`src/rtl/mrs_pkg.sv`:
```
// Package for the motion reaction sequencer: reaction codes, register
// indexes, configuration and classification structs, and default values.
// No dependencies.
`default_nettype none

package mrs_pkg;

  // Default parameter values
  localparam int unsigned TimeWidthDef = 32;
  localparam int unsigned FracBitsDef  = 8;

  // Field widths
  localparam int unsigned MagW    = 16;
  localparam int unsigned CfgIdxW = 8;
  localparam int unsigned ReactW  = 3;

  // Reaction state codes
  localparam logic [ReactW-1:0] R_IDLE    = 3'd0;
  localparam logic [ReactW-1:0] R_EXCITED = 3'd1;
  localparam logic [ReactW-1:0] R_TILT    = 3'd2;
  localparam logic [ReactW-1:0] R_DROP    = 3'd3;
  localparam logic [ReactW-1:0] R_PEAK    = 3'd4;
  localparam logic [ReactW-1:0] R_DIZZY   = 3'd5;
  localparam logic [ReactW-1:0] R_HAPPY   = 3'd6;

  // Register indexes
  localparam logic [CfgIdxW-1:0] REG_GRAVITY_BASE = 8'd0;
  localparam logic [CfgIdxW-1:0] REG_GYRO_MILD    = 8'd1;
  localparam logic [CfgIdxW-1:0] REG_DEV_MILD     = 8'd2;
  localparam logic [CfgIdxW-1:0] REG_TRIGGER_TILT = 8'd3;
  localparam logic [CfgIdxW-1:0] REG_GYRO_HARD    = 8'd4;
  localparam logic [CfgIdxW-1:0] REG_DEV_HARD     = 8'd5;
  localparam logic [CfgIdxW-1:0] REG_GYRO_REST    = 8'd6;
  localparam logic [CfgIdxW-1:0] REG_DEV_REST     = 8'd7;

  // Register reset values (Q8.8)
  localparam logic [MagW-1:0] GRAVITY_BASE_RST = 16'd2637;
  localparam logic [MagW-1:0] GYRO_MILD_RST    = 16'd205;
  localparam logic [MagW-1:0] DEV_MILD_RST     = 16'd230;
  localparam logic [MagW-1:0] TRIGGER_TILT_RST = 16'd3072;
  localparam logic [MagW-1:0] GYRO_HARD_RST    = 16'd1024;
  localparam logic [MagW-1:0] DEV_HARD_RST     = 16'd640;
  localparam logic [MagW-1:0] GYRO_REST_RST    = 16'd141;
  localparam logic [MagW-1:0] DEV_REST_RST     = 16'd205;

  // Hold times in ms
  localparam int unsigned HOLD_SHORT_MS  = 200;
  localparam int unsigned HOLD_SETTLE_MS = 400;
  localparam int unsigned HOLD_DIZZY_MS  = 700;
  localparam int unsigned HOLD_HAPPY_MS  = 800;
  localparam int unsigned HOLD_PEAK_MS   = 1000;
  localparam int unsigned COOLDOWN_MS    = 700;

  typedef struct packed {
    logic [MagW-1:0] gravity_base;
    logic [MagW-1:0] gyro_mild_thr;
    logic [MagW-1:0] dev_mild_thr;
    logic [MagW-1:0] trigger_tilt;
    logic [MagW-1:0] gyro_hard_thr;
    logic [MagW-1:0] dev_hard_thr;
    logic [MagW-1:0] gyro_rest_thr;
    logic [MagW-1:0] dev_rest_thr;
  } cfg_t;

  // Classes of one sample
  typedef struct packed {
    logic mild;
    logic hard;
    logic calm;
    logic upright;
    logic settled;
  } class_t;

  typedef struct packed {
    logic [ReactW-1:0] reaction;
    logic              changed;
  } result_t;

endpackage

`default_nettype wire

```
`src/rtl/motion_reaction_sequencer_core.sv`:
```
// Top level of the motion reaction sequencer: input register, config
// registers, classifier, sequencer and result register.
// Depends on mrs_pkg, mrs_classify and mrs_seq.
//
//   channel | handshake            | payload
//   --------+----------------------+---------------------------------------------
//   in      | in_valid_i/in_stall_o| now_time, accel/gyro magnitude, tilt, suppress
//   out     | out_valid_o/out_stall_i | reaction, changed
//   cfg     | cfg_valid_i/cfg_ready_o | cfg_index_i, cfg_data_i
//
// One sample per cycle sustained while out_stall_i stays low; an accepted sample is held
// in the input register and its result is loaded into the result register once that
// is free, from the combinational compare and state-update path between the two.
// Reset loads the register defaults and idles.
// A stalled result holds; a new sample still enters the input register and
// waits there, and the input stalls only once both registers are full.
`default_nettype none

module motion_reaction_sequencer_core #(
  parameter int unsigned TIME_WIDTH = mrs_pkg::TimeWidthDef,
  parameter int unsigned FRAC_BITS  = mrs_pkg::FracBitsDef
) (
  input  logic                          clk_i,
  input  logic                          rst_ni,
  // sample input
  input  logic                          in_valid_i,
  output logic                          in_stall_o,
  input  logic [TIME_WIDTH-1:0]         now_time_i,
  input  logic [mrs_pkg::MagW-1:0]      accel_magnitude_i,
  input  logic [mrs_pkg::MagW-1:0]      gyro_magnitude_i,
  input  logic [mrs_pkg::MagW-1:0]      tilt_angle_i,
  input  logic                          suppress_i,
  // result output
  output logic                          out_valid_o,
  input  logic                          out_stall_i,
  output logic [mrs_pkg::ReactW-1:0]    reaction_o,
  output logic                          changed_o,
  // configuration writes
  input  logic                          cfg_valid_i,
  output logic                          cfg_ready_o,
  input  logic [mrs_pkg::CfgIdxW-1:0]   cfg_index_i,
  input  logic [mrs_pkg::MagW-1:0]      cfg_data_i
);
  import mrs_pkg::*;

  cfg_t                  cfg_q;
  logic                  s1_valid_q;
  logic [TIME_WIDTH-1:0] s1_now_q;
  logic [MagW-1:0]       s1_accel_q, s1_gyro_q, s1_tilt_q;
  logic                  s1_suppress_q;
  logic                  out_valid_q;
  result_t               out_q;
  result_t               res;
  class_t                cls;
  logic                  out_free, s1_move, in_xfer;

  // Flow control
  assign out_free   = !out_valid_q || !out_stall_i;
  assign s1_move    = s1_valid_q && out_free;
  assign in_stall_o = s1_valid_q && !out_free;
  assign in_xfer    = in_valid_i && !in_stall_o;
  assign cfg_ready_o = 1'b1;

  // Configuration registers
  always_ff @(posedge clk_i or negedge rst_ni) begin
    if (!rst_ni) begin
      cfg_q.gravity_base  <= GRAVITY_BASE_RST;
      cfg_q.gyro_mild_thr <= GYRO_MILD_RST;
      cfg_q.dev_mild_thr  <= DEV_MILD_RST;
      cfg_q.trigger_tilt  <= TRIGGER_TILT_RST;
      cfg_q.gyro_hard_thr <= GYRO_HARD_RST;
      cfg_q.dev_hard_thr  <= DEV_HARD_RST;
      cfg_q.gyro_rest_thr <= GYRO_REST_RST;
      cfg_q.dev_rest_thr  <= DEV_REST_RST;
    end else if (cfg_valid_i) begin
      unique case (cfg_index_i)
        REG_GRAVITY_BASE: cfg_q.gravity_base  <= cfg_data_i;
        REG_GYRO_MILD:    cfg_q.gyro_mild_thr <= cfg_data_i;
        REG_DEV_MILD:     cfg_q.dev_mild_thr  <= cfg_data_i;
        REG_TRIGGER_TILT: cfg_q.trigger_tilt  <= cfg_data_i;
        REG_GYRO_HARD:    cfg_q.gyro_hard_thr <= cfg_data_i;
        REG_DEV_HARD:     cfg_q.dev_hard_thr  <= cfg_data_i;
        REG_GYRO_REST:    cfg_q.gyro_rest_thr <= cfg_data_i;
        REG_DEV_REST:     cfg_q.dev_rest_thr  <= cfg_data_i;
        default: ;
      endcase
    end
  end

  // Input register
  always_ff @(posedge clk_i or negedge rst_ni) begin
    if (!rst_ni) begin
      s1_valid_q <= 1'b0;
    end else if (in_xfer) begin
      s1_valid_q <= 1'b1;
    end else if (s1_move) begin
      s1_valid_q <= 1'b0;
    end
  end

  always_ff @(posedge clk_i) begin
    if (in_xfer) begin
      s1_now_q      <= now_time_i;
      s1_accel_q    <= accel_magnitude_i;
      s1_gyro_q     <= gyro_magnitude_i;
      s1_tilt_q     <= tilt_angle_i;
      s1_suppress_q <= suppress_i;
    end
  end

  mrs_classify #(
    .FRAC_BITS(FRAC_BITS)
  ) u_classify (
    .cfg_i  (cfg_q),
    .accel_i(s1_accel_q),
    .gyro_i (s1_gyro_q),
    .tilt_i (s1_tilt_q),
    .cls_o  (cls)
  );

  mrs_seq #(
    .TIME_WIDTH(TIME_WIDTH)
  ) u_seq (
    .clk_i     (clk_i),
    .rst_ni    (rst_ni),
    .fire_i    (s1_move),
    .now_i     (s1_now_q),
    .suppress_i(s1_suppress_q),
    .cls_i     (cls),
    .res_o     (res)
  );

  // Result register
  always_ff @(posedge clk_i or negedge rst_ni) begin
    if (!rst_ni) begin
      out_valid_q <= 1'b0;
    end else if (out_free) begin
      out_valid_q <= s1_valid_q;
    end
  end

  always_ff @(posedge clk_i) begin
    if (s1_move) begin
      out_q <= res;
    end
  end

  assign out_valid_o = out_valid_q;
  assign reaction_o  = out_q.reaction;
  assign changed_o   = out_q.changed;

endmodule

`default_nettype wire

```
`src/rtl/mrs_classify.sv`:
```
// Sample classifier: accel deviation and the strict threshold compares.
// Depends on mrs_pkg.
`default_nettype none

module mrs_classify #(
  parameter int unsigned FRAC_BITS = mrs_pkg::FracBitsDef
) (
  input  mrs_pkg::cfg_t                 cfg_i,
  input  logic [mrs_pkg::MagW-1:0]      accel_i,
  input  logic [mrs_pkg::MagW-1:0]      gyro_i,
  input  logic [mrs_pkg::MagW-1:0]      tilt_i,
  output mrs_pkg::class_t               cls_o
);
  import mrs_pkg::*;

  // Peak settle limits: 3.0 and 2.5 in the chosen fixed-point format
  localparam logic [MagW:0] SettledGyro = (MagW+1)'(3) << FRAC_BITS;
  localparam logic [MagW:0] SettledDev  = (MagW+1)'(5) << (FRAC_BITS - 1);

  logic [MagW-1:0] dev;

  // |accel - gravity|, exact in 16 bits
  assign dev = (accel_i >= cfg_i.gravity_base) ? (accel_i - cfg_i.gravity_base)
                                               : (cfg_i.gravity_base - accel_i);

  assign cls_o.mild    = (gyro_i > cfg_i.gyro_mild_thr) || (dev > cfg_i.dev_mild_thr) ||
                         (tilt_i > cfg_i.trigger_tilt);
  assign cls_o.hard    = (gyro_i > cfg_i.gyro_hard_thr) || (dev > cfg_i.dev_hard_thr);
  assign cls_o.calm    = (gyro_i < cfg_i.gyro_rest_thr) && (dev < cfg_i.dev_rest_thr);
  assign cls_o.upright = tilt_i < cfg_i.trigger_tilt;
  assign cls_o.settled = ({1'b0, gyro_i} < SettledGyro) && ({1'b0, dev} < SettledDev);

endmodule

`default_nettype wire

```
`src/rtl/mrs_seq.sv`:
```
// Reaction sequencer: state, timers and cooldown, updated once per sample.
// Depends on mrs_pkg.
`default_nettype none

module mrs_seq #(
  parameter int unsigned TIME_WIDTH = mrs_pkg::TimeWidthDef
) (
  input  logic                  clk_i,
  input  logic                  rst_ni,
  input  logic                  fire_i,
  input  logic [TIME_WIDTH-1:0] now_i,
  input  logic                  suppress_i,
  input  mrs_pkg::class_t       cls_i,
  output mrs_pkg::result_t      res_o
);
  import mrs_pkg::*;

  localparam logic [TIME_WIDTH-1:0] TShort  = TIME_WIDTH'(HOLD_SHORT_MS);
  localparam logic [TIME_WIDTH-1:0] TSettle = TIME_WIDTH'(HOLD_SETTLE_MS);
  localparam logic [TIME_WIDTH-1:0] TDizzy  = TIME_WIDTH'(HOLD_DIZZY_MS);
  localparam logic [TIME_WIDTH-1:0] THappy  = TIME_WIDTH'(HOLD_HAPPY_MS);
  localparam logic [TIME_WIDTH-1:0] TPeak   = TIME_WIDTH'(HOLD_PEAK_MS);
  localparam logic [TIME_WIDTH-1:0] TCool   = TIME_WIDTH'(COOLDOWN_MS);

  logic [ReactW-1:0]     state_q, state_d, next_state;
  logic [TIME_WIDTH-1:0] enter_q, enter_d;
  logic [TIME_WIDTH-1:0] settle_q, settle_d;
  logic [TIME_WIDTH-1:0] cool_q, cool_d;
  logic                  settle_valid_q, settle_valid_d;
  logic                  strong_seen_q, strong_seen_d;
  logic                  go, moved;
  logic [TIME_WIDTH-1:0] elapsed, settled_for, since_cool;

  // Wrapping elapsed times
  assign elapsed     = now_i - enter_q;
  assign settled_for = now_i - settle_q;
  assign since_cool  = now_i - cool_q;

  // Next state
  always_comb begin
    state_d        = state_q;
    enter_d        = enter_q;
    settle_d       = settle_q;
    cool_d         = cool_q;
    settle_valid_d = settle_valid_q;
    strong_seen_d  = strong_seen_q;
    next_state     = state_q;
    go             = 1'b0;
    moved          = 1'b0;
    if (suppress_i) begin
      // back to idle without a face change, cooldown kept
      state_d        = R_IDLE;
      enter_d        = now_i;
      settle_valid_d = 1'b0;
      strong_seen_d  = 1'b0;
    end else begin
      if (cls_i.hard) strong_seen_d = 1'b1;
      unique case (state_q)
        R_IDLE: begin
          if (!since_cool[TIME_WIDTH-1] && cls_i.mild) begin
            strong_seen_d = cls_i.hard;
            next_state    = R_EXCITED;
            go            = 1'b1;
          end
        end
        R_EXCITED: begin
          if (elapsed >= TShort) begin
            next_state = R_TILT;
            go         = 1'b1;
          end
        end
        R_TILT: begin
          if (strong_seen_d && (elapsed >= TShort)) begin
            next_state = R_DROP;
            go         = 1'b1;
          end else if (cls_i.calm && cls_i.upright) begin
            if (!settle_valid_q) begin
              settle_d       = now_i;
              settle_valid_d = 1'b1;
            end else if (settled_for >= TSettle) begin
              next_state = R_HAPPY;
              go         = 1'b1;
            end
          end else begin
            settle_valid_d = 1'b0;
          end
        end
        R_DROP: begin
          if (elapsed >= TShort) begin
            next_state = R_PEAK;
            go         = 1'b1;
          end
        end
        R_PEAK: begin
          if ((elapsed >= TSettle) && (cls_i.settled || (elapsed >= TPeak))) begin
            next_state = R_DIZZY;
            go         = 1'b1;
          end
        end
        R_DIZZY: begin
          if (elapsed >= TDizzy) begin
            next_state = R_HAPPY;
            go         = 1'b1;
          end
        end
        R_HAPPY: begin
          if (elapsed >= THappy) begin
            next_state    = R_IDLE;
            go            = 1'b1;
            strong_seen_d = 1'b0;
            cool_d        = now_i + TCool;
          end
        end
        default: begin
          // unused code: fall back to idle quietly
          state_d = R_IDLE;
        end
      endcase
      // state entry
      if (go) begin
        state_d        = next_state;
        enter_d        = now_i;
        settle_valid_d = 1'b0;
        moved          = 1'b1;
      end
    end
  end

  assign res_o.reaction = state_d;
  assign res_o.changed  = moved;

  // State registers
  always_ff @(posedge clk_i or negedge rst_ni) begin
    if (!rst_ni) begin
      state_q        <= R_IDLE;
      enter_q        <= '0;
      settle_q       <= '0;
      cool_q         <= '0;
      settle_valid_q <= 1'b0;
      strong_seen_q  <= 1'b0;
    end else if (fire_i) begin
      state_q        <= state_d;
      enter_q        <= enter_d;
      settle_q       <= settle_d;
      cool_q         <= cool_d;
      settle_valid_q <= settle_valid_d;
      strong_seen_q  <= strong_seen_d;
    end
  end

endmodule

`default_nettype wire

```
`config.mk`:
```
export PLATFORM = sky130hd
export DESIGN_NAME = motion_reaction_sequencer_core
export DESIGN_NICKNAME = d
export VERILOG_FILES = /design/src/rtl/mrs_pkg.sv /design/src/rtl/motion_reaction_sequencer_core.sv /design/src/rtl/mrs_classify.sv /design/src/rtl/mrs_seq.sv
export SDC_FILE = /design/constraint.sdc
export NUM_CORES = 1
export LEC_CHECK = 0
export ABC_AREA = 1
export ABC_CLOCK_PERIOD_IN_PS = 5250
export BUFFER_PORTS_ARGS = -buffer_cell sky130_fd_sc_hd__buf_2
export CAP_MARGIN = 20
export CORE_MARGIN = 2
export CORE_UTILIZATION = 45
export DETAILED_ROUTE_END_ITERATION = 7
export GPL_ROUTABILITY_DRIVEN = 0
export PLACE_DENSITY = 0.61
export SLEW_MARGIN = 10
export SYNTH_ARGS = -nofsm -noshare
export SYNTH_HDL_FRONTEND = slang
export SYNTH_SLANG_ARGS = --single-unit
```
`constraint.sdc`:
```
create_clock -name clk_i -period 5.25 [get_ports clk_i]
set_clock_uncertainty 0.2 [all_clocks]
set_input_delay 0.2625 -clock clk_i [delete_from_list [all_inputs] [get_ports clk_i]]
set_output_delay 0.2625 -clock clk_i [all_outputs]
set_load 0.01 [all_outputs]
```
Word-level counts from Yosys, hierarchy flattened --
Index checks and enable logic that the tools add are counted.
Storage, ports and cells: word-level logic and storage cells 143, register bits 316, input bits 110
Operators by class: add/sub/neg operators 6, bitwise logic cells 3, multiplexer cells 42, equality and inequality tests 14, reductions and logical operators 38, magnitude comparators 17
Operators with widths (count):
- $ge 32x10->1 const B | 3
- $sub 32x32->32 | 3
- $gt 16x16->1 | 5
- $ge 32x9->1 const B | 2
- $mux 32 | 2
- $lt 16x16->1 | 3
- $mux 3 | 13
- $add 32x10->32 const B | 1
- $eq 8x3->1 const B | 4
- $ge 32x8->1 const B | 1
- $lt 16x10->1 const B | 2
- $sub 16x16->16 | 2
- $mux 1 | 23
- $pmux 3 s7 | 1
- $reduce_and 2->1 | 9
- $eq 8x2->1 const B | 2
- $ge 16x16->1 | 1
- $mux 16 | 1
- $eq 3x3->1 const B | 3
- $logic_and 1x1->1 | 9
- $eq 8x1->1 const B | 1
- $logic_not 8->1 | 1
- $reduce_or 7->1 | 1
- $eq 3x2->1 const B | 2
- 14 further kinds | 25

Depth between registers and ports, before layout --
depth in word-level cells 12, gate-level depth with buffers 32, mapped depth without buffers 30

By module --
A second synthesis with hierarchy kept.
Unflattened totals: cells, all modules 3452, area total of the unflattened synthesis 24020.5 um^2
Modules (own cells, without submodules):
- mrs_seq | sequential area each 2527.4 um^2, times used 1, area an instance 11085.6 um^2, cells an instance 1891
- motion_reaction_sequencer_core | sequential area each 5843.1 um^2, times used 1, area an instance 7925.1 um^2, cells an instance 693
- mrs_classify | sequential area each 0.0 um^2, times used 1, area an instance 5009.8 um^2, cells an instance 868

Worst setup path before layout --
No wires, ideal clock.
path kind register -> register, from reg cfg_q[112] (netlist bit), to reg u_seq.settle_q[16], clock period less this slack 4.112 ns, stages on the path, launching flop included 30, buffers on the path 2, data arrival time 3.789 ns, library setup time 0.123 ns, setup slack 1.138 ns, path through dfstp_2 ha_1 inv_1 fa_1 inv_1 o21ai_1 nand2_1 nand3_1 nand2_1 nand2_2 inv_2 buf_6 nand3_1 o21ai_0 xor2_1 inv_1 ha_1 a21oi_1 o21ai_0 nand4_1 o211ai_1 nand2_1 nand2_1 nor3_1 inv_1 nor3_1 nand2_2 clkbuf_1 nor2_1 a21oi_1
Between the ends: cells in the longest elaborated chain, start to end 9
Ends and longest elaborated chain:
- start, declared | RTL line motion_reaction_sequencer_core.sv:46 | cfg_t cfg_q;
- $sub 16x16->16, or another cell as far along | RTL line mrs_classify.sv:24 | : (cfg_i.gravity_base - accel_i);
- $mux 16 (*) | RTL line mrs_classify.sv:23 | assign dev = (accel_i >= cfg_i.gravity_base) ? (accel_i - cfg_i.gravity_base)
- $gt 16x16->1 | RTL line mrs_classify.sv:28 | assign cls_o.hard = (gyro_i > cfg_i.gyro_hard_thr) || (dev > cfg_i.dev_hard_thr);
- $logic_or 1x1->1 | RTL line mrs_classify.sv:28
- $mux 1 | RTL line mrs_seq.sv:57 | if (cls_i.hard) strong_seen_d = 1'b1;
- $mux 1 | RTL line mrs_seq.sv:50 | if (suppress_i) begin
- $logic_and 1x1->1 | RTL line mrs_seq.sv:73 | if (strong_seen_d && (elapsed >= TShort)) begin
- $not 1->1 (no source line)
- $reduce_and 6->1 (no source line) (*)
- end signal, assigned | RTL line mrs_seq.sv:144 | settle_q <= settle_d;
- end, declared | RTL line mrs_seq.sv:27 | logic [TIME_WIDTH-1:0] settle_q, settle_d;
Every way passes the cells marked *; elsewhere a longest branch is shown, timed or not. The select of a mux whose other input is x is not followed. A chain may end at the register's enable or synchronous reset.

Final worst setup path --
from reg cfg_q[114] (netlist bit), to reg u_seq.settle_q[31]
Same word-level chain as after synthesis.

==> impl_metrics.py <==
metrics = {
    "layout": {
        "final_nets": 3897,
        "fin_area_um2": 26900,
        "syn2layout_area_growth_pct": 15.9,
        "most-common-layout-cells": "nand2_1 (1110), inv_1 (644), ha_1 (234)",
        "post-route-util": 0.526,
        "final_common_cell": "nand2_1",
        "drive_gt1_frac": 0.0746,
        "diodes": 0,
        "fillers": 5027,
    },
    "global_route": {
        "grt_overflow": 0,
        "grt_start_max_net_pins": 123,
        "grt_first_pass_wirelength_mm": 107,
        "grt_usage": 0.249,
        "grt_pass1_vias": 20917,
        "antenna_found_initial": 1,
    },
    "timing": {
        "slew_violations": 0,
        "max-slew-margin-rel": 0.309,
        "post-route-period-util": 0.924,
        "finalHoldViolations": 0,
        "worstMarginPinSlew_ns": 1.03,
        "fin_ws_ns": 0.399,
        "fmax_mhz": 206,
        "grt_setup_unrepaired": "no",
        "tns_ns": 0,
        "finalSetupViolCount": 0,
        "fin_crit_ns": 4.85,
    },
    "clock_network": {
        "clk_path_buf_depth": 3,
        "cts_tree": "done",
        "root_buffer": "clkbuf_16",
        "htreeDepth": 2,
        "clk_latency_ns": 0.58,
        "numCtsBuffers": 39,
        "clk_pin_slew_ns": 0.05,
        "clock-sinks": 316,
    },
    "worst_setup_path": {
        "path_buf_inv": 5,
        "crit_family": "simple AND/OR/NAND/NOR gates",
        "max_stage_delay_ns": 0.54,
        "crit_arrival_ns": 5.09,
        "cp-end-kind": "flop",
        "path_common_cell": "nand2_1",
        "path_class": "reg -> reg",
        "cp_slowest_cell": "dfstp_2",
        "critPathMaxFanout": 63,
        "cp-start-kind": "flop",
        "cp.required_ns": 5.49,
    },
    "pwr": {
        "leakagePower_nw": 14.0,
        "vdd_drop_max_uv": 239,
        "cellPowerDensity_nw_per_um2": 348,
    },
    "floorplan": {
        "start_util": 0.454,
        "fp.dieW_um": 231,
        "io_pins": 117,
        "rows": 83,
        "design.core.area_um2": 51100,
        "die-area_um2": 53400,
        "die_y_um": 231,
    },
    "place": {
        "place_hpwl_mm": 50.4,
        "dpl_worst_slack_ns": 0.227,
        "place_area_um2": 24600,
        "port_buffers": 115,
    },
    "detailed_routing": {
        "drtIter0Drc": 1593,
        "viasPerCell": 5.04,
        "wirelength_mm": 65.5,
        "vias": 21458,
        "drtPass1Iterations": 6,
        "ant_nets": 0,
        "route.detailed.drc": 0,
        "wl_per_cell_um": 15.4,
    },
    "flow_run": {
        "drv_cap": 0,
    },
    "run_status": {
        "status": "complete, no violations",
    },
    "synthesis": {
        "ys_warn_count": 0,
        "syn_avg_cell_area_um2": 6.99,
        "async_flop_share": 0.731,
        "synth_fp_nets": 3665,
        "synth_edf_count": 85,
        "synth_seq_cells": 316,
        "synth-seq-area-share": 0.361,
        "synth_flop_cell": "dfrtp_1",
        "synthCells": 3317,
        "synth_cell_type_count": 50,
        "synth_area_um2": 23200,
    },
    "worst_hold_path": {
        "holdCritPathClass": "in -> reg",
    },
}
-- per-stage QoR --
stage,power [mW],cells,hold WS (ns)
2_1_floorplan,5.73,3317,-0.233
3_3_place_gp,6.64,4086,0.200
3_5_place_dp,6.72,4086,0.194
4_1_cts,9.38,4254,0.00495
5_1_grt,10.1,4260,0.0202
6_report,9.37,4260,0.00736
-- cell families after synthesis --
family / after synthesis / share of synthesized area
adders and majority gates: 238 / 0.130
muxes: 1 / 0.000485
other: 1 / 0.000162
and+or+nand+nor: 1606 / 0.284
xor gates and xnor gates: 44 / 0.0166
DFF: 316 / 0.361
AOI/OAI and AO/OA: 400 / 0.0909
buffers and inverters: 711 / 0.117
-- cell usage after synthesis, types with 10 or more instances --
cell	count	area [um^2]
a21oi_1	145	726
and2_1	12	75.1
buf_2	12	60.1
clkbuf_1	35	131
dfrtp_1	201	5030
dfstp_2	30	788
edfxtp_1	85	2550
ha_1	234	2930
inv_1	645	2420
inv_2	10	37.5
nand2_1	1110	4170
nand3_1	170	851
nand3b_1	10	75.1
nand4_1	49	307
nor2_1	188	706
nor2_2	10	62.6
nor3_1	35	175
o21ai_0	215	1080
xor2_1	36	315
-- registers in the layout (all words and copies together), names as in the netlist --
register,cells
u_seq.state_q,3
reaction_o,3
cfg_q,128
u_seq.strong_seen_q,1
s1_suppress_q,1
u_seq.settle_valid_q,1
u_seq.enter_q,32
s1_gyro_q,16
out_valid_o,1
s1_valid_q,1
u_seq.settle_q,32
u_seq.cool_q,32
s1_now_q,32
s1_tilt_q,16
s1_accel_q,16
changed_o,1
-- what timing repair did --
action | CTS | global route
endpoints found under the setup margin | 0 | 39
resized for setup | 0 | 4
setup buffers | 0 | 1
hold buffers | 96 | 1
endpoints found under the hold margin | 259 | 1
-- report_power, final --
group | internal (mW) | switching [mW] | total (mW) | leakage [nW]
Sequential | 2.87 | 0.188 | 3.06 | 3.72
Combinational | 1.29 | 2.47 | 3.76 | 9.70
Clock | 1.46 | 1.09 | 2.55 | 0.585
-- routing by layer --
metal	vias to the layer above	share of wire	track usage
li1	10880	-	-
met1	9885	0.43	0.313
met2	570	0.48	0.442
met3	123	0.050	0.0325
met4	0	0.033	0.0819
met5	-	0	0
-- path summary, 6_finish.rpt --
path	cells after the start	slack, ns	end	from
worst max-delay path	26	0.40	u_seq.settle_q[31]	cfg_q[114]
worst min-delay path	4	0.007	cfg_q[51]	cfg_index_i[0]
worst max register to register	26	0.40	u_seq.settle_q[31]	cfg_q[114]
worst min register to register	2	0.27	u_seq.enter_q[20]	u_seq.enter_q[20]
max in group asynchronous	3	3.46	cfg_q[49]	rst_ni
min in group asynchronous	2	0.10	u_seq.settle_q[10]	rst_ni
-- layout make-up --
| class | count | area (um^2) | area share |
|---|---|---|---|
| Clock inverter | 13 | 101 | 0.00377 |
| Sequential cell | 316 | 8370 | 0.311 |
| Clock buffer | 59 | 1100 | 0.0409 |
| Timing Repair Buffer | 245 | 1860 | 0.0692 |
| Inverter | 656 | 2470 | 0.0917 |
| Multi-Input combinational cell | 2291 | 12100 | 0.452 |
| Tap cell | 680 | 851 | 0.0316 |
-- worst min-delay path, cell delays in order --
cell	delay, ns
buf_2	0.11
nor2_1	0.06
nand2_1	0.20
o21ai_0	0.11
Power figures use the tool's default switching activity.
